$ cat config.mk
export PLATFORM = sky130hd
export DESIGN_NAME = rm_cell
export DESIGN_NICKNAME = d
export VERILOG_FILES = /design/src/rtl/rm_pkg.sv /design/src/rtl/rm_cell.sv
export SDC_FILE = /design/constraint.sdc
export NUM_CORES = 1
export LEC_CHECK = 0
export BUFFER_PORTS_ARGS = -buffer_cell sky130_fd_sc_hd__buf_2
export CORE_MARGIN = 2
export CORE_UTILIZATION = 50
export DETAILED_ROUTE_END_ITERATION = 6
export PLACE_DENSITY_LB_ADDON = 0.3
export SYNTH_ARGS = -nofsm -noshare
export SYNTH_HDL_FRONTEND = slang
export SYNTH_SLANG_ARGS = --single-unit
$ cat constraint.sdc
create_clock -name clk -period 7.1 [get_ports clk]
set_clock_uncertainty 0.1 [all_clocks]
set_input_delay 0.71 -clock clk [delete_from_list [all_inputs] [get_ports clk]]
set_output_delay 0.71 -clock clk [all_outputs]
set_load 0.005 [all_outputs]
$ cat src/rtl/rm_pkg.sv
`default_nettype none

package rm_pkg;

	// Store size and the derived positions in the cell row.
	localparam int CAPACITY = 1024;
	localparam int MID      = CAPACITY / 2;
	localparam int CNT_W    = $clog2(CAPACITY + 1);

	// Fixed field widths.
	localparam int SAMPLE_W = 32;
	localparam int MEDIAN_W = 33;
	localparam int COUNT_W  = 11;

	typedef logic signed [SAMPLE_W-1:0] sample_t;
	typedef logic signed [MEDIAN_W-1:0] median_t;
	typedef logic [CNT_W-1:0]           count_t;

	// Per-cycle command broadcast to every cell of the row.
	typedef struct packed {
		logic ins;         // an item is being inserted this cycle
		logic shift_down;  // smaller-or-equal samples move toward cell 0
	} cell_ctl_t;

	// Control handed from the insertion stage to the median output stage.
	typedef struct packed {
		logic   fire;   // an item was taken in the previous cycle
		logic   full;   // that item was dropped because the store was full
		logic   odd;    // the count now held is odd
		count_t count;  // the count now held
	} med_ctl_t;

endpackage

`default_nettype wire

$ cat src/rtl/rm_cell.sv
`default_nettype none

module rm_cell import rm_pkg::*; (
	input  wire logic      clk,
	input  wire logic      arst_n,
	input  wire cell_ctl_t ctl,
	input  wire sample_t   sample,
	input  wire logic      upper,
	input  wire sample_t   prev_data,
	input  wire logic      prev_flag,
	input  wire logic      prev_valid,
	input  wire sample_t   next_data,
	input  wire logic      next_flag,
	input  wire logic      next_valid,
	output sample_t        data,
	output logic           valid,
	output logic           flag
);

	sample_t data_q;
	logic    valid_q;

	// When shifting down the flag marks cells holding a value no greater than
	// the sample; when shifting up it marks cells holding a greater value.
	// An empty cell counts as minus infinity below the middle and as plus
	// infinity from the middle up.
	always_comb begin
		if (valid_q) begin
			flag = ctl.shift_down ? (data_q <= sample) : (data_q > sample);
		end else begin
			flag = ctl.shift_down ? ~upper : upper;
		end
	end

	always_ff @(posedge clk or negedge arst_n) begin
		if (!arst_n) begin
			valid_q <= 1'b0;
		end else if (ctl.ins) begin
			if (ctl.shift_down) begin
				if (next_flag) begin
					valid_q <= next_valid;
				end else if (flag) begin
					valid_q <= 1'b1;
				end
			end else begin
				if (prev_flag) begin
					valid_q <= prev_valid;
				end else if (flag) begin
					valid_q <= 1'b1;
				end
			end
		end
	end

	always_ff @(posedge clk) begin
		if (ctl.ins) begin
			if (ctl.shift_down) begin
				if (next_flag) begin
					data_q <= next_data;
				end else if (flag) begin
					data_q <= sample;
				end
			end else begin
				if (prev_flag) begin
					data_q <= prev_data;
				end else if (flag) begin
					data_q <= sample;
				end
			end
		end
	end

	assign data  = data_q;
	assign valid = valid_q;

endmodule

`default_nettype wire

==> impl_metrics.csv <==
group,metric,value,unit
run_status,outcome,"finished, final reports clean",
clock_tree,holdBufCountCts,0,
synthesis,synth_area_leader_cell,"edfxtp_1",
synthesis,avgSynthCellArea,7.699,um^2
synthesis,synth_edf_count,32,
worst_setup_path,cp_common_cell,"buf_2",
detailed_routing,drc,0,
worst_setup_path,slowest_stage,"buf_4",
clock_tree,clock_latency,0.29,ns
timing,setup_viol,0,
synthesis,synthArstFlopShare,3.030,%
power_and_ir_drop,p_per_area,157.5,nW/um^2
synthesis,synthTopCellsByCount,"nor2_1 (132), inv_1 (65), mux2i_1 (64)",
die,dieArea,8786,um^2
job,cap_viol_max_count,0,
synthesis,ys_seq_area_share,24.49,%
synthesis,ys_ff_latch,33,
detailed_routing,wire_per_inst,14.02,um
timing,tightest_slew,0.9480,ns
timing,whs,0.07911,ns
clock_tree,clkSinkCount,33,
worst_setup_path,max_stage_delay,0.50,ns
timing,drv_slew,0,
synthesis,syn-num-nets,660,
worst_setup_path,endpoint_kind,"output pin",
die,initial_core_util,51.84,%
timing,final.setup.tns,0,ns
timing,min_period,3.982,ns
global_routing,grt_pass1_vias,3827,
die,fp.dieW,93.74,um
placement,place_hpwl,7322,um
timing,rsz0062_at_grt,"no",
finish,fillers,740,
clock_tree,cts_max_path_buffers,2,
finish,diodes,0,
worst_setup_path,path_cells,"buf_2 -> inv_1 -> ha_1 -> nand4_1 -> or2_1 -> a211oi_1 -> o41ai_1 -> o2bb2a_1 -> o2111ai_4 -> buf_4 -> buf_2",
detailed_routing,postRouteAntennaNets,0,
timing,slew_headroom,36.80,%
detailed_routing,vias,4082,
detailed_routing,vias_per_cell,5.531,
die,die_y,93.74,um
global_routing,gr-usage-all-layers,23.30,%
synthesis,synth-main-ff-cell,"edfxtp_1",
power_and_ir_drop,seqPwrFrac,35.6,%
detailed_routing,wirelength,10350,um
power_and_ir_drop,ir_worst_vdd,86.28,uV
detailed_routing,drt_iter0_markers,210,
power_and_ir_drop,switching_share,36.59,%
global_routing,grt_pass1_wl,16770,um
power_and_ir_drop,combPwrFrac,45.9,%
clock_tree,cts_tree,"yes",
synthesis,synth.top_cell.area_share,23.87,%
power_and_ir_drop,leakagePower,2.428,nW
synthesis,synthCells,523,
synthesis,ys_warn_count,0,
finish,layout-drive-gt1-share,23.58,%
timing,finalCritPeriodShare,56.08,%
global_routing,grt_max_degree,99,
clock_tree,ctsResizeCount,0,
timing,hold_viol_final,0,
worst_setup_path,cp_max_fo,33,
synthesis,synthTopCellsByArea,"edfxtp_1 (24%), mux2i_1 (16%), nor2_1 (12%), ha_1 (9.9%), a32o_1 (8.0%)",
finish,nets,773,
die,core_area,7767,um^2
synthesis,yosysMostFrequentCell,"nor2_1",
synthesis,post_synth_instance_area,4026,um^2
power_and_ir_drop,power_frac_clock,18.5,%
placement,placed_cell_area,4715,um^2
worst_setup_path,crit_type,"in2out",
clock_tree,cts_buffers,5,
die,row_count,32,
placement,gp_congestion,0.8066,
finish,final_core_util,61.68,%
global_routing,grt.overflow.total,0,
global_routing,antenna_found_initial,0,
power_and_ir_drop,intPower,0.4784,mW
finish,syn_to_final_growth,18.99,%
power_and_ir_drop,fin_total_pwr,0.7544,mW
clock_tree,postCtsSetupBuffers,0,
clock_tree,cts_htree_levels,2,
worst_setup_path,worstPathArrival,3.17,ns
timing,fmax,251.1,MHz
placement,io_buffer_count,138,
finish,final_cell_area,4791,um^2
worst_setup_path,start_kind,"input pin",
clock_tree,clk_pin_slew_worst_paths,0.07,ns
detailed_routing,drtPass1Iterations,6,
power_and_ir_drop,p_sw,0.2760,mW
worst_setup_path,worstPathRequired,6.29,ns
min_path,hp-class,"in2async",
synthesis,netlist-cell-type-count,37,
clock_tree,cts_root_buf,"clkbuf_8",
die,ios,139,
[critical path, delay by kind of cell]
kind,cells,cell delay (ns)
AOI/OAI and AO/OA,4,0.88
buffers and inverters,4,0.87
and+or+nand+nor,2,0.40
adders and majority gates,1,0.30
[cells in the final DEF (no fill, tap or decap), types with 3 or more instances in the layout]
cell type / n
a21oi_1: 49
a32o_1: 32
and4_1: 5
buf_2: 138
buf_4: 5
clkbuf_8: 5
edfxtp_1: 32
ha_1: 32
inv_1: 65
mux2i_1: 64
nand2_1: 6
nand2b_1: 33
nand3_1: 4
nand4_1: 5
nor2_1: 132
o21ai_0: 3
[flip-flops by register name (all words and copies together) (netlist names)]
signal / cells
data: 32
valid: 1
[logic make-up after synthesis]
| logic type | synth area share [%] |
|---|---|
| buffers and inverters | 10.66 |
| adder cells (fa/ha/maj) | 9.944 |
| AO/OA/AOI/OAI | 17.09 |
| flip-flops | 24.49 |
| multiplexers | 16.19 |
| AND/OR/NAND/NOR | 21.63 |
[power groups by stage]
stage                     sequential, mW  clock, mW  combinational [mW]
after global placement             0.271          0               0.334
after detailed placement           0.272          0               0.347
after CTS                          0.268      0.144               0.348
after global routing               0.272      0.151               0.385
after floorplan                    0.269          0               0.255
final                              0.268      0.139               0.347
[per-stage QoR]
stage	worst slack, ns	instances
after floorplan	3.734	523
after global placement	3.221	731
after detailed placement	3.141	731
after CTS	3.133	738
after global routing	2.897	738
final	3.118	738
[final timing paths]
kind                             from        to  slack [ns]  depth (start not counted)
max                        sample[13]      flag        3.12                         11
min reg2reg                     valid     valid        0.54                          2
min in group clk                valid     valid        0.54                          2
max reg2reg                  data[14]  data[20]        3.68                         10
max in group asynchronous      arst_n     valid        6.74                          1
min                            arst_n     valid        0.08                          1
[per-layer routing]
metal  GRT usage [%]  share of wire, %  vias up
met5               0                 0        -
li1                -                 -     2034
met3           4.575               6.8       11
met2           41.19                49      147
met1           29.05                43     1890
met4           5.797               1.2        0
[layout make-up]
class                   instances  area, um^2  share of cell area, %
multi-input cells             388        2629                  54.87
flip-flops and latches         33       985.9                  20.58
repair buffers                143       728.2                  15.20
inverters                      65       244.0                  5.093
well taps                     102       127.6                  2.664
clock buffers                   6       72.57                  1.515
clock inverters                 1       3.754                0.07835
Note: power is estimated with default switching activity, not from simulation.
