==> src/rtl/rm_pkg.sv <==
`default_nettype none

package rm_pkg;

	// Store size and the derived positions in the cell row.
	localparam int CAPACITY = 1024;
	localparam int MID      = CAPACITY / 2;
	localparam int CNT_W    = $clog2(CAPACITY + 1);

	// Fixed field widths.
	localparam int SAMPLE_W = 32;
	localparam int MEDIAN_W = 33;
	localparam int COUNT_W  = 11;

	typedef logic signed [SAMPLE_W-1:0] sample_t;
	typedef logic signed [MEDIAN_W-1:0] median_t;
	typedef logic [CNT_W-1:0]           count_t;

	// Per-cycle command broadcast to every cell of the row.
	typedef struct packed {
		logic ins;         // an item is being inserted this cycle
		logic shift_down;  // smaller-or-equal samples move toward cell 0
	} cell_ctl_t;

	// Control handed from the insertion stage to the median output stage.
	typedef struct packed {
		logic   fire;   // an item was taken in the previous cycle
		logic   full;   // that item was dropped because the store was full
		logic   odd;    // the count now held is odd
		count_t count;  // the count now held
	} med_ctl_t;

endpackage

`default_nettype wire

==> src/rtl/rm_median.sv <==
`default_nettype none

module rm_median import rm_pkg::*; (
	input  wire logic     clk,
	input  wire logic     arst_n,
	input  wire med_ctl_t ctl,
	input  wire sample_t  lo_mid,
	input  wire sample_t  hi_mid,
	output logic          done,
	output median_t       median_twice,
	output logic [COUNT_W-1:0] sample_count,
	output logic          store_full
);

	logic               done_q;
	median_t            median_q;
	logic [COUNT_W-1:0] count_q;
	logic               full_q;
	median_t            median_d;

	// The middle cells sit at fixed places, so the median is one add or, if odd, a doubling.
	always_comb begin
		if (ctl.odd) begin
			median_d = {hi_mid, 1'b0};
		end else begin
			median_d = {lo_mid[SAMPLE_W-1], lo_mid} + {hi_mid[SAMPLE_W-1], hi_mid};
		end
	end

	always_ff @(posedge clk or negedge arst_n) begin
		if (!arst_n) begin
			done_q <= 1'b0;
		end else begin
			done_q <= ctl.fire;
		end
	end

	always_ff @(posedge clk) begin
		if (ctl.fire) begin
			median_q <= median_d;
			count_q  <= COUNT_W'(ctl.count);
			full_q   <= ctl.full;
		end
	end

	assign done         = done_q;
	assign median_twice = median_q;
	assign sample_count = count_q;
	assign store_full   = full_q;

endmodule

`default_nettype wire
==> config.mk <==
export PLATFORM = sky130hd
export DESIGN_NAME = rm_median
export DESIGN_NICKNAME = d
export VERILOG_FILES = /design/src/rtl/rm_pkg.sv /design/src/rtl/rm_median.sv
export SDC_FILE = /design/constraint.sdc
export NUM_CORES = 1
export LEC_CHECK = 0
export ABC_AREA = 1
export BUFFER_PORTS_ARGS = -buffer_cell sky130_fd_sc_hd__buf_2
export CAP_MARGIN = 20
export CORE_MARGIN = 2
export CORE_UTILIZATION = 53
export CTS_BUF_LIST = sky130_fd_sc_hd__clkbuf_16
export DETAILED_ROUTE_END_ITERATION = 10
export GPL_ROUTABILITY_DRIVEN = 0
export PLACE_DENSITY = 0.93
export SYNTH_ARGS = -nofsm -noshare
export SYNTH_HDL_FRONTEND = slang
export SYNTH_SLANG_ARGS = --single-unit
==> constraint.sdc <==
create_clock -name clk -period 0.8 [get_ports clk]
set_input_delay 0.12 -clock clk [delete_from_list [all_inputs] [get_ports clk]]
set_output_delay 0.12 -clock clk [all_outputs]
set_load 0.01 [all_outputs]
==> summary.txt, run 1 <==
GRT
  • Total congestion overflow: 760
  • Total global routing track utilization: 0.995
  • Maximum number of pins on one net before global-route repair: 24

Clock network
  • Total clock sinks: 46
  • Clock H-tree levels: 2
  • Bufs on Longest Clock Path: 2
  • Cell chosen for the clock root: clkbuf_16
  • Number of buffers created by CTS: 5

Yosys
  • Synth Register Bits: 46
  • Synthesized cell area: 0.00424 mm²
  • Number of enable flip-flop cells after synthesis: 45
  • Top_reg_cell synth: edfxtp_1
  • Mean post-synth cell area: 6.42 µm²
  • Post-synthesis async set-or-reset flop share: 0.0217
  • Most used standard cells in the synthesized netlist: nand2_1 (287), inv_1 (122), edfxtp_1 (45), nand3_1 (45), nor2_1 (43)
  • Cell with the most instances after synthesis: nand2_1
  • Mapped Nets: 774
  • Area contributors post-synth: edfxtp_1 (32%), nand2_1 (25%), inv_1 (11%)
  • Most area-hungry cell type in the Yosys netlist: edfxtp_1
  • Number of warnings reported in the yosys synthesis log: 0
  • Number of distinct library cells after synthesis: 27
  • Sequential share of the synthesized area: 0.325
  • Share of the synthesized area in the top cell type: 0.319
  • Post-Syn Instances: 661

Run status
  • Last step reached: global routing
  • Halt Reason: [ERROR GRT-0232] Routing congestion too high. Check the congestion heatmap in the GUI.
  • Run status: stopped before the end

Placement
  • Number of input and output port buffers inserted: 125
  • Final HPWL DP: 10700 µm

Floorplan
  • Boundary Pins: 126
  • Die boundary height: 93.4 µm
  • Initial core utilization: 0.549
  • Row Count: 32
  • Horizontal die dimension: 93.4 µm

Timing
  • Endpoint with the least setup slack after the last repair: median_twice[30]$_DFFE_PP_/D
  • Worst endpoint type: register input
stage by stage:
| step | instance area (µm²) | instances | setup TNS (ps) | utilization | setup slack (ps) |
|---|---|---|---|---|---|
| after floorplan | 4520 | 661 | -18670 | - | -752 |
| after global placement | 5660 | 931 | -26950 | 0.732 | -966 |
| after detailed placement | 5660 | 931 | -28740 | 0.732 | -1040 |
| after CTS | 6820 | 950 | -21960 | 0.882 | -653 |
kinds of logic after synthesis:
logic type                 synth area share
and+or+nand+nor                       0.396
buffers and inverters                 0.115
DFF                                   0.325
AOI/OAI and AO/OA                    0.0466
adders and majority gates            0.0991
xor gates and xnor gates             0.0186
timing repair:
action	CTS
pin swaps	112
hold buffers	1
resized for setup	228
endpoints found under the hold margin	1
setup endpoints to repair	78
setup buffers	10
metal layers:
metal,track usage,overflow
met1,0.881,9
met2,1.32,571
met3,0.727,3
met4,1.15,177
met5,0.244,0
==> inputs of run 2 (changes only) <==
Settings changed: CORE_UTILIZATION 53 to 40, CTS_BUF_LIST sky130_fd_sc_hd__clkbuf_16 to not set, PLACE_DENSITY 0.93 to not set, PLACE_DENSITY_LB_ADDON set to 0.15.
==> summary.txt, run 2 <==
Worst setup path
  • Slowest Stage Delay on Critical Path: 370 ps
  • Arrival time reported for the critical path endpoint: 1570 ps
  • Required arrival time at the worst endpoint: 880 ps
  • Standard cell with the maximum stage delay on the critical path: fa_2
  • Setup Crit Path Kind: input pin to flip-flop
  • Cell seen most often among critical-path stages: nand2_4
  • Largest fanout on the critical path: 3
  • Startpoint Class: input pin
  • Cell-by-cell listing of the critical path: buf_8, ha_4, fa_2, nand2_4, nand2_4, nand3_2, nand2_2, nand2_2, nand2_4, xnor2_4, o21ai_1
  • Capturing element type of the critical path: flip-flop

Cells and area
  • Core utilization of the finished layout: 0.721
  • Nets@finish: 989
  • Fraction of layout cells with a size suffix above 1: 0.509
  • Total non-filler cell area in the finished layout: 0.00745 mm²
  • Synthesis-to-finish area growth: 75.6%
  • Most frequent cells in the layout: nand2_1 (201), buf_2 (104), inv_1 (103)
  • Count of antenna diodes in the layout: 0
  • Most common library cell in the layout ignoring fill and taps: nand2_1
  • Flip-flop count of the largest register after layout: 33

Timing
  • Highest Clock Rate: 672 MHz
  • Count of final setup violators: 78
  • Final count of pins violating max slew: 0
  • Tightest Pin Transition: 334 ps
  • Part of the cycle the worst path needs: 1.86
  • Fin worst setup slack: -689 ps
  • Min Clock Period, post-route: 1490 ps
  • Minimum hold slack: 71.4 ps
  • Unrepaired setup endpoints after global routing: yes
  • Headroom to the max-slew limit: 0.777
  • Number of hold-slack violations in the final timing report: 0

Run status
  • Violated checks: setup timing
  • Run status: complete, but fails checks

Clock network
  • Total clock sinks: 46
  • Clock tree from TritonCTS: built
  • Clock edge transition at the registers on the reported setup and hold paths: 110 ps
  • Cell chosen for the clock root: clkbuf_8
  • Clock H-tree levels: 2
  • Number of buffers created by CTS: 5
  • Bufs on Longest Clock Path: 2

Yosys
  • Mean post-synth cell area: 6.42 µm²
  • Most area-hungry cell type in the Yosys netlist: edfxtp_1
  • Most used standard cells in the synthesized netlist: nand2_1 (287), inv_1 (122), edfxtp_1 (45), nand3_1 (45), nor2_1 (43)
  • Combinational family with the most area after synthesis: simple AND/OR/NAND/NOR gates
  • Number of distinct library cells after synthesis: 27
  • Synth Register Bits: 46
  • Mapped Nets: 774
  • Synth Area in Compound Gates: 0.0466
  • Number of warnings reported in the yosys synthesis log: 0
  • Synthesized cell area: 0.00424 mm²
  • Multiplexer share of the synthesized area: 0
  • Share of the synthesized area in the top cell type: 0.319
  • Top_reg_cell synth: edfxtp_1
  • Synthesized-area fraction occupied by adder cells: 0.0991
  • Number of enable flip-flop cells after synthesis: 45
  • Post-synthesis async set-or-reset flop share: 0.0217
  • Post-Syn Instances: 661
  • Area contributors post-synth: edfxtp_1 (32%), nand2_1 (25%), inv_1 (11%)
  • Sequential share of the synthesized area: 0.325
  • Cell with the most instances after synthesis: nand2_1
  • Xor and xnor area share after synthesis: 0.0186
  • Post-synthesis share of cell area spent on and, or, nand and nor gates: 0.396

Pwr
  • Power density relative to cell area: 1360 mW/mm²
  • Pleak: 3.78 nW
  • Maximum resistive drop on vdd: 0.759 mV

Floorplan
  • Placeable core area: 0.0103 mm²
  • Boundary Pins: 126
  • Die boundary height: 107 µm
  • Full die area: 0.0114 mm²
  • Initial core utilization: 0.411
  • Horizontal die dimension: 107 µm
  • Row Count: 37

Placement
  • Final HPWL DP: 10300 µm
  • Cell area after placement: 0.00583 mm²
  • Number of input and output port buffers inserted: 125

Route
  • Drt pass-1 iters: 5
  • Final wirelength: 15200 µm
  • Count of antenna-violating nets left after detailed routing: 0
  • Number of DRC violations after detailed-routing iteration 0: 204
  • Drc violations: 0
  • Vias post-DR: 4987
  • Final routed wire length divided by cell count: 15.0 µm
  • Detailed-route vias per instance: 4.92

GRT
  • Total congestion overflow: 0
  • Antenna violations before repair: 0
  • Busiest metal layer after global routing: met2
  • Maximum number of pins on one net before global-route repair: 31
  • Vias in the first global route: 5037
  • Total global routing track utilization: 0.253
  • Met2 GRT Util: 0.438
  • First-pass GRT wire length: 22900 µm
  • Global-route track usage on met3: 0.0383
  • Met1 track utilization from global routing: 0.318

Worst hold path
  • Classification of the worst-slack hold path: input pin to flip-flop

Flow run
  • Number of max-capacitance violations reported: 0
## run 2: what timing repair did
| item | 4_1_cts | 5_1_grt |
|---|---|---|
| setup buffers | 9 | 7 |
| hold buffers | 13 | 0 |
| gates resized for setup | 181 | 111 |
| pin swaps | 54 | 46 |
| hold endpoints to repair | 13 | 0 |
| setup endpoints to repair | 78 | 78 |
## run 2: where the power goes
group / leakage [nW] / switching (mW) / internal [mW] / total (mW)
clock network: 0.0683 / 0.988 / 1.25 / 2.24
logic: 3.26 / 2.61 / 2.23 / 4.84
registers: 0.451 / 0.0656 / 2.96 / 3.02
## run 2: final cells by class
| cell class | count | area, µm² |
|---|---|---|
| multi-input cells | 486 | 3680 |
| fillers | 774 | 2880 |
| repair buffers | 215 | 1610 |
| flip-flops and latches | 46 | 1380 |
| inverters | 122 | 463 |
| well taps | 136 | 170 |
| clock buffers | 5 | 68.8 |
| clock inverters | 3 | 68.8 |
## run 2: cells by family (layout without fill, tap and decap cells)
logic type / after synthesis / count (layout)
simple gates: 408 / 408
buf+inv: 129 / 345
xor+xnor: 9 / 9
fa+ha+maj: 33 / 33
compound gates: 36 / 36
flops: 46 / 46
## run 2: path summary, 6_finish.rpt
check / start / cells past startpoint / to / slack, ps
worst max-delay path: hi_mid[0] / 11 / median_twice[16] / -690
worst min-delay path: hi_mid[18] / 3 / median_twice[19] / 70
max in group asynchronous: arst_n / 2 / done / 620
min in group asynchronous: arst_n / 2 / done / 100
## run 2: layer usage
| metal | vias up | wire length (µm) |
|---|---|---|
| met2 | 177 | 7560 |
| met3 | 37 | 1010 |
| met1 | 2299 | 6200 |
| li1 | 2474 | - |
| met4 | 0 | 465 |
| met5 | - | 0 |
## run 2: worst max-delay path: cells and delay by family
kind,cells,cell delay (ps)
AO/OA/AOI/OAI,1,110
XOR/XNOR,1,200
adder cells (fa/ha/maj),2,520
buffers and inverters,1,100
AND/OR/NAND/NOR,6,520
## run 2: through the flow
stage | power, mW | instances | worst slack [ps] | TNS, ps
2_1_floorplan | 5.00 | 661 | -752 | -18670
5_1_grt | 10.6 | 1013 | -704 | -26900
3_3_place_gp | 6.41 | 977 | -1100 | -28340
6_report | 10.1 | 1013 | -689 | -24040
3_5_place_dp | 6.45 | 977 | -1100 | -28850
4_1_cts | 9.52 | 1006 | -595 | -22450
(Power assumes the default switching activity.)
==> inputs of run 3 (changes only) <==
--- a/constraint.sdc
+++ b/constraint.sdc
@@ -3,2 +3,2 @@
 set_output_delay 0.12 -clock clk [all_outputs]
-set_load 0.01 [all_outputs]
+set_load 0.05 [all_outputs]
==> summary.txt, run 3 (synthesized netlist as in run 2, its figures left out) <==
Run status
  • Run status: complete, but fails checks
  • Violated checks: setup timing

Placement
  • Number of input and output port buffers inserted: 125
  • Placed cell count: 977
  • Final HPWL DP: 10300 µm

Floorplan
  • Die boundary height: 107 µm
  • Full die area: 0.0114 mm²
  • Horizontal die dimension: 107 µm
  • Row Count: 37
  • Boundary Pins: 126
  • Placeable core area: 0.0103 mm²
  • Initial core utilization: 0.411

Pwr
  • Maximum resistive drop on vdd: 0.770 mV
  • Relative contribution of combinational cells to total power: 0.528
  • Power density relative to cell area: 1450 mW/mm²
  • Design internal power: 6.78 mW
  • Pleak: 3.90 nW
  • Share of power burned in the clock network: 0.198
  • Sequential cell fraction of total power: 0.274
  • Net Sw Frac: 0.400
  • Sum of internal, switching and leakage power: 11.3 mW
  • Switching power summed over all nets: 4.52 mW

Timing
  • Part of the cycle the worst path needs: 1.85
  • Unrepaired setup endpoints after global routing: yes
  • Highest Clock Rate: 676 MHz
  • Headroom to the max-slew limit: 0.770
  • Final count of pins violating max slew: 0
  • Number of hold-slack violations in the final timing report: 0
  • Fin worst setup slack: -678 ps
  • Count of final setup violators: 78
  • Tightest Pin Transition: 343 ps
  • Min Clock Period, post-route: 1480 ps

Worst setup path
  • Standard cell with the maximum stage delay on the critical path: fa_2
  • Largest fanout on the critical path: 3
  • WP buf/inv: 1
  • Required arrival time at the worst endpoint: 910 ps
  • Setup Crit Path Kind: input pin to flip-flop
  • Total number of cells along the worst setup path: 13
  • Slowest Stage Delay on Critical Path: 360 ps
  • Cell-by-cell listing of the critical path: buf_8, ha_4, fa_2, nand2_4, nand2_4, nand3_2, nand2_2, nand2_2, nand2_4, nand2_2, nand3_2, nand3_2, nand2_1
  • Arrival time reported for the critical path endpoint: 1590 ps
  • CP top delay family: simple AND/OR/NAND/NOR gates
  • Startpoint Class: input pin
  • Capturing element type of the critical path: flip-flop

Worst hold path
  • Min-Delay Startpoint: hi_mid[18]
  • Classification of the worst-slack hold path: input pin to flip-flop
  • Hold path depth: 3
  • Hold Path End: median_twice[19]

Route
  • Final routed wire length divided by cell count: 15.7 µm
  • Final wirelength: 15900 µm
  • Number of DRC violations after detailed-routing iteration 0: 276
  • Drc violations: 0
  • Detailed-route vias per instance: 5.03
  • Routed metal-1 wirelength: 6400 µm
  • Detailed-routed wire length on met2: 7930 µm
  • Vias post-DR: 5104
  • Drt pass-1 iters: 5
  • Count of antenna-violating nets left after detailed routing: 0
  • Uppermost signal routing layer after detailed routing: met4
  • Met3 layer wire length in the routed design: 991 µm

GRT
  • Antenna violations before repair: 0
  • First-pass GRT wire length: 23300 µm
  • Vias in the first global route: 5092
  • Maximum number of pins on one net before global-route repair: 31
  • Total global routing track utilization: 0.257
  • Total congestion overflow: 0

Clock network
  • Clock tree from TritonCTS: built
  • Total clock sinks: 46
  • Bufs on Longest Clock Path: 2
  • Clock edge transition at the registers on the reported setup and hold paths: 120 ps
  • Cell chosen for the clock root: clkbuf_8
  • Number of buffers created by CTS: 5
  • Clock H-tree levels: 2

Cells and area
  • Most frequent cells in the layout: nand2_1 (206), inv_1 (104), buf_6 (79)
  • Synthesis-to-finish area growth: 83.2%
  • Flip-flop count of the largest register after layout: 33
  • Fraction of layout cells with a size suffix above 1: 0.503
  • Final instance count without filler cells: 1015
  • Core utilization of the finished layout: 0.753
  • Most common library cell in the layout ignoring fill and taps: nand2_1
  • Count of antenna diodes in the layout: 0
  • Nets@finish: 991

Flow run
  • Number of max-capacitance violations reported: 0
run 3: cell count changes in the layout (fill, tap and decap cells not counted), moves of 2 or more:
cell,previous run,this run
nand2_2,67,62
buf_4,57,59
buf_8,1,5
nand2_4,29,27
nand2_8,2,4
buf_6,32,79
buf_2,104,54
nand2_1,201,206
run 3: how the worst max path moves through the flow:
stage | start | to | slack, ps
final | hi_mid[0] | median_twice[30] | -680
after global routing | lo_mid[27] | median_twice[32] | -730
after CTS | hi_mid[0] | median_twice[30] | -590
after detailed placement | hi_mid[0] | median_twice[16] | -1100
after global placement | hi_mid[0] | median_twice[16] | -1100
after floorplan | lo_mid[0] | median_twice[32] | -750
run 3: timing repair:
item,in CTS,in global routing
endpoints found under the setup margin,78,78
pin swaps,54,69
gates resized for setup,273,116
gates cloned,0,0
endpoints found under the hold margin,13,0
hold buffers,13,0
setup buffers,9,9
run 3: final cells by class:
cell class                      count  area, µm²
Clock buffer                        5       68.8
Clock inverter                      3       68.8
Fill cell                         725       2550
Inverter                          122        460
Multi-Input combinational cell    486       3680
Sequential cell                    46       1380
Tap cell                          136        170
Timing Repair Buffer              217       1950
run 3: power groups by stage:
stage               Combinational, mW  Sequential, mW  Clock [mW]
finish                           5.97            3.09        2.24
detailed placement               4.13            3.08           0
CTS                              5.24            3.09        2.29
global placement                 4.09            3.07           0
floorplan                        1.78            3.98           0
global route                     6.33            3.11        2.33
run 3: metrics by stage:
stage	instance area (µm²)	setup TNS [ps]	hold slack, ps	setup WS [ps]
floorplan	4520	-18670	-176	-752
global placement	5830	-28340	-106	-1100
detailed placement	5830	-28850	-102	-1100
CTS	7220	-24510	71.7	-595
global route	7770	-28970	75.5	-728
finish	7770	-26210	68.0	-678
run 3: layer usage:
metal | global-route usage | up-vias
met5 | 0 | -
met4 | 0.0974 | 0
met3 | 0.0395 | 52
met2 | 0.444 | 234
met1 | 0.325 | 2348
li1 | - | 2470
==> inputs of run 4 (changes only) <==
Settings changed: PLACE_DENSITY set to 0.61, PLACE_DENSITY_LB_ADDON 0.15 to not set.
==> summary.txt, run 4 (synthesized netlist as in run 2, its figures left out) <==
Pwr
  • Pleak: 3.86 nW
  • Relative contribution of combinational cells to total power: 0.566
  • Net Sw Frac: 0.422
  • Sum of internal, switching and leakage power: 10.7 mW
  • Power density relative to cell area: 1380 mW/mm²
  • Maximum resistive drop on vdd: 0.831 mV
  • Share of power burned in the clock network: 0.145
  • Design internal power: 6.20 mW
  • Sequential cell fraction of total power: 0.288
  • Switching power summed over all nets: 4.52 mW

GRT
  • First-pass GRT wire length: 23000 µm
  • Maximum number of pins on one net before global-route repair: 37
  • Total congestion overflow: 0
  • Antenna violations before repair: 0
  • Total global routing track utilization: 0.256
  • Vias in the first global route: 4844

Clock network
  • Clock edge transition at the registers on the reported setup and hold paths: 110 ps
  • Cell chosen for the clock root: clkbuf_8
  • Total clock sinks: 46
  • Bufs on Longest Clock Path: 2
  • Clock H-tree levels: 2
  • Number of buffers created by CTS: 5
  • Clock tree from TritonCTS: built

Timing
  • Highest Clock Rate: 700 MHz
  • Unrepaired setup endpoints after global routing: yes
  • Headroom to the max-slew limit: 0.844
  • Count of final setup violators: 77
  • Fin Setup TNS: -26030 ps
  • Min Clock Period, post-route: 1430 ps
  • Number of hold-slack violations in the final timing report: 0
  • Final count of pins violating max slew: 0
  • Minimum hold slack: 49.0 ps
  • Tightest Pin Transition: 234 ps
  • Part of the cycle the worst path needs: 1.79
  • Fin worst setup slack: -628 ps

Route
  • Vias post-DR: 5285
  • Detailed-routed wire length on met2: 7880 µm
  • Final wirelength: 16700 µm
  • Drt pass-1 iters: 9
  • Detailed-route vias per instance: 5.17
  • Drc violations: 0
  • Count of antenna-violating nets left after detailed routing: 0
  • Met3 layer wire length in the routed design: 1420 µm
  • Number of DRC violations after detailed-routing iteration 0: 374
  • Final routed wire length divided by cell count: 16.4 µm
  • Uppermost signal routing layer after detailed routing: met4
  • Routed metal-1 wirelength: 6790 µm

Worst setup path
  • Setup Crit Path Kind: input pin to flip-flop
  • Largest fanout on the critical path: 3
  • Required arrival time at the worst endpoint: 870 ps
  • Arrival time reported for the critical path endpoint: 1500 ps
  • Startpoint Class: input pin
  • Start point of the critical path: hi_mid[0]
  • Capturing element type of the critical path: flip-flop

Placement
  • Number of input and output port buffers inserted: 125
  • Final HPWL DP: 10700 µm

Floorplan
  • Horizontal die dimension: 107 µm
  • Die boundary height: 107 µm
  • Boundary Pins: 126
  • Full die area: 0.0114 mm²
  • Row Count: 37
  • Initial core utilization: 0.411
  • Placeable core area: 0.0103 mm²

Worst hold path
  • Min-Delay Startpoint: hi_mid[6]
  • Classification of the worst-slack hold path: input pin to flip-flop

Run status
  • Violated checks: setup timing
  • Run status: complete, but fails checks

Cells and area
  • Most frequent cells in the layout: nand2_1 (192), inv_1 (98), buf_6 (89)
  • FILL cells: 712
  • Most common library cell in the layout ignoring fill and taps: nand2_1
  • Synthesis-to-finish area growth: 83.0%
  • Fraction of layout cells with a size suffix above 1: 0.527
  • Flip-flop count of the largest register after layout: 33
  • Count of antenna diodes in the layout: 0
  • Nets@finish: 998

Flow run
  • Number of max-capacitance violations reported: 0
[run 4: changes by cell type in the layout (fill, tap and decap cells not counted), moves of 5 or more]
cell	change
inv_2	+5
nand3_1	+6
nand2_2	+21
nand2_1	-14
inv_1	-6
a21oi_2	-5
nand2_4	-5
buf_6	+10
[run 4: area by class of cell]
cell class / instances / area [µm²] / share of cell area
clock buffer: 6 / 72.6 / 0.00935
clock inverter: 2 / 10.0 / 0.00129
inverter: 122 / 463 / 0.0596
multi-input combinational: 486 / 3670 / 0.472
sequential: 46 / 1380 / 0.177
tap: 136 / 170 / 0.0219
timing repair buffer: 224 / 2000 / 0.258
[run 4: stage by stage]
step	setup slack (ps)	cell area [µm²]	instances	util
after floorplan	-752	4520	661	-
after CTS	-586	6960	1003	0.674
after global placement	-979	5780	976	0.560
after global routing	-689	7760	1022	0.752
after detailed placement	-1030	5780	976	0.560
final	-628	7760	1022	0.752
[run 4: critical path, stage by stage]
cell and delay, ps:
buf_8 100, ha_4 160, fa_2 370, nand2_4 100, nand2_4 60, nand3_2 70
nand2_2 70, nand2_2 80, nand2_4 90, nand2_4 80, nand3_2 60, nand3_2 80
nand2_1 60
[run 4: power by group through the flow]
stage	clock [mW]	sequential (mW)	combinational, mW
global route	1.66	3.12	6.41
floorplan	0	3.98	1.78
CTS	1.57	3.09	5.07
detailed placement	0	3.08	4.10
global placement	0	3.08	4.06
finish	1.56	3.09	6.07
[run 4: metal layers]
metal  vias up  global-route usage
met5         -                   0
met4         0              0.0844
met3        77              0.0377
met2       327               0.421
met1      2391               0.345
li1       2490                   -
[run 4: timing repair]
item                                    in CTS  in global routing
endpoints found under the setup margin      78                 78
gates resized for setup                    238                173
setup buffers                                6                 22
gates cloned                                 0                  0
endpoints found under the hold margin       13                  0
pin swaps                                   55                 68
hold buffers                                13                  0
[run 4: path summary, 6_finish.rpt]
| kind | slack [ps] | cells past startpoint | endpoint |
|---|---|---|---|
| max | -630 | 13 | median_twice[30] |
| min | 50 | 3 | median_twice[7] |
| max in group asynchronous | 610 | 2 | done |
| min in group asynchronous | 110 | 2 | done |
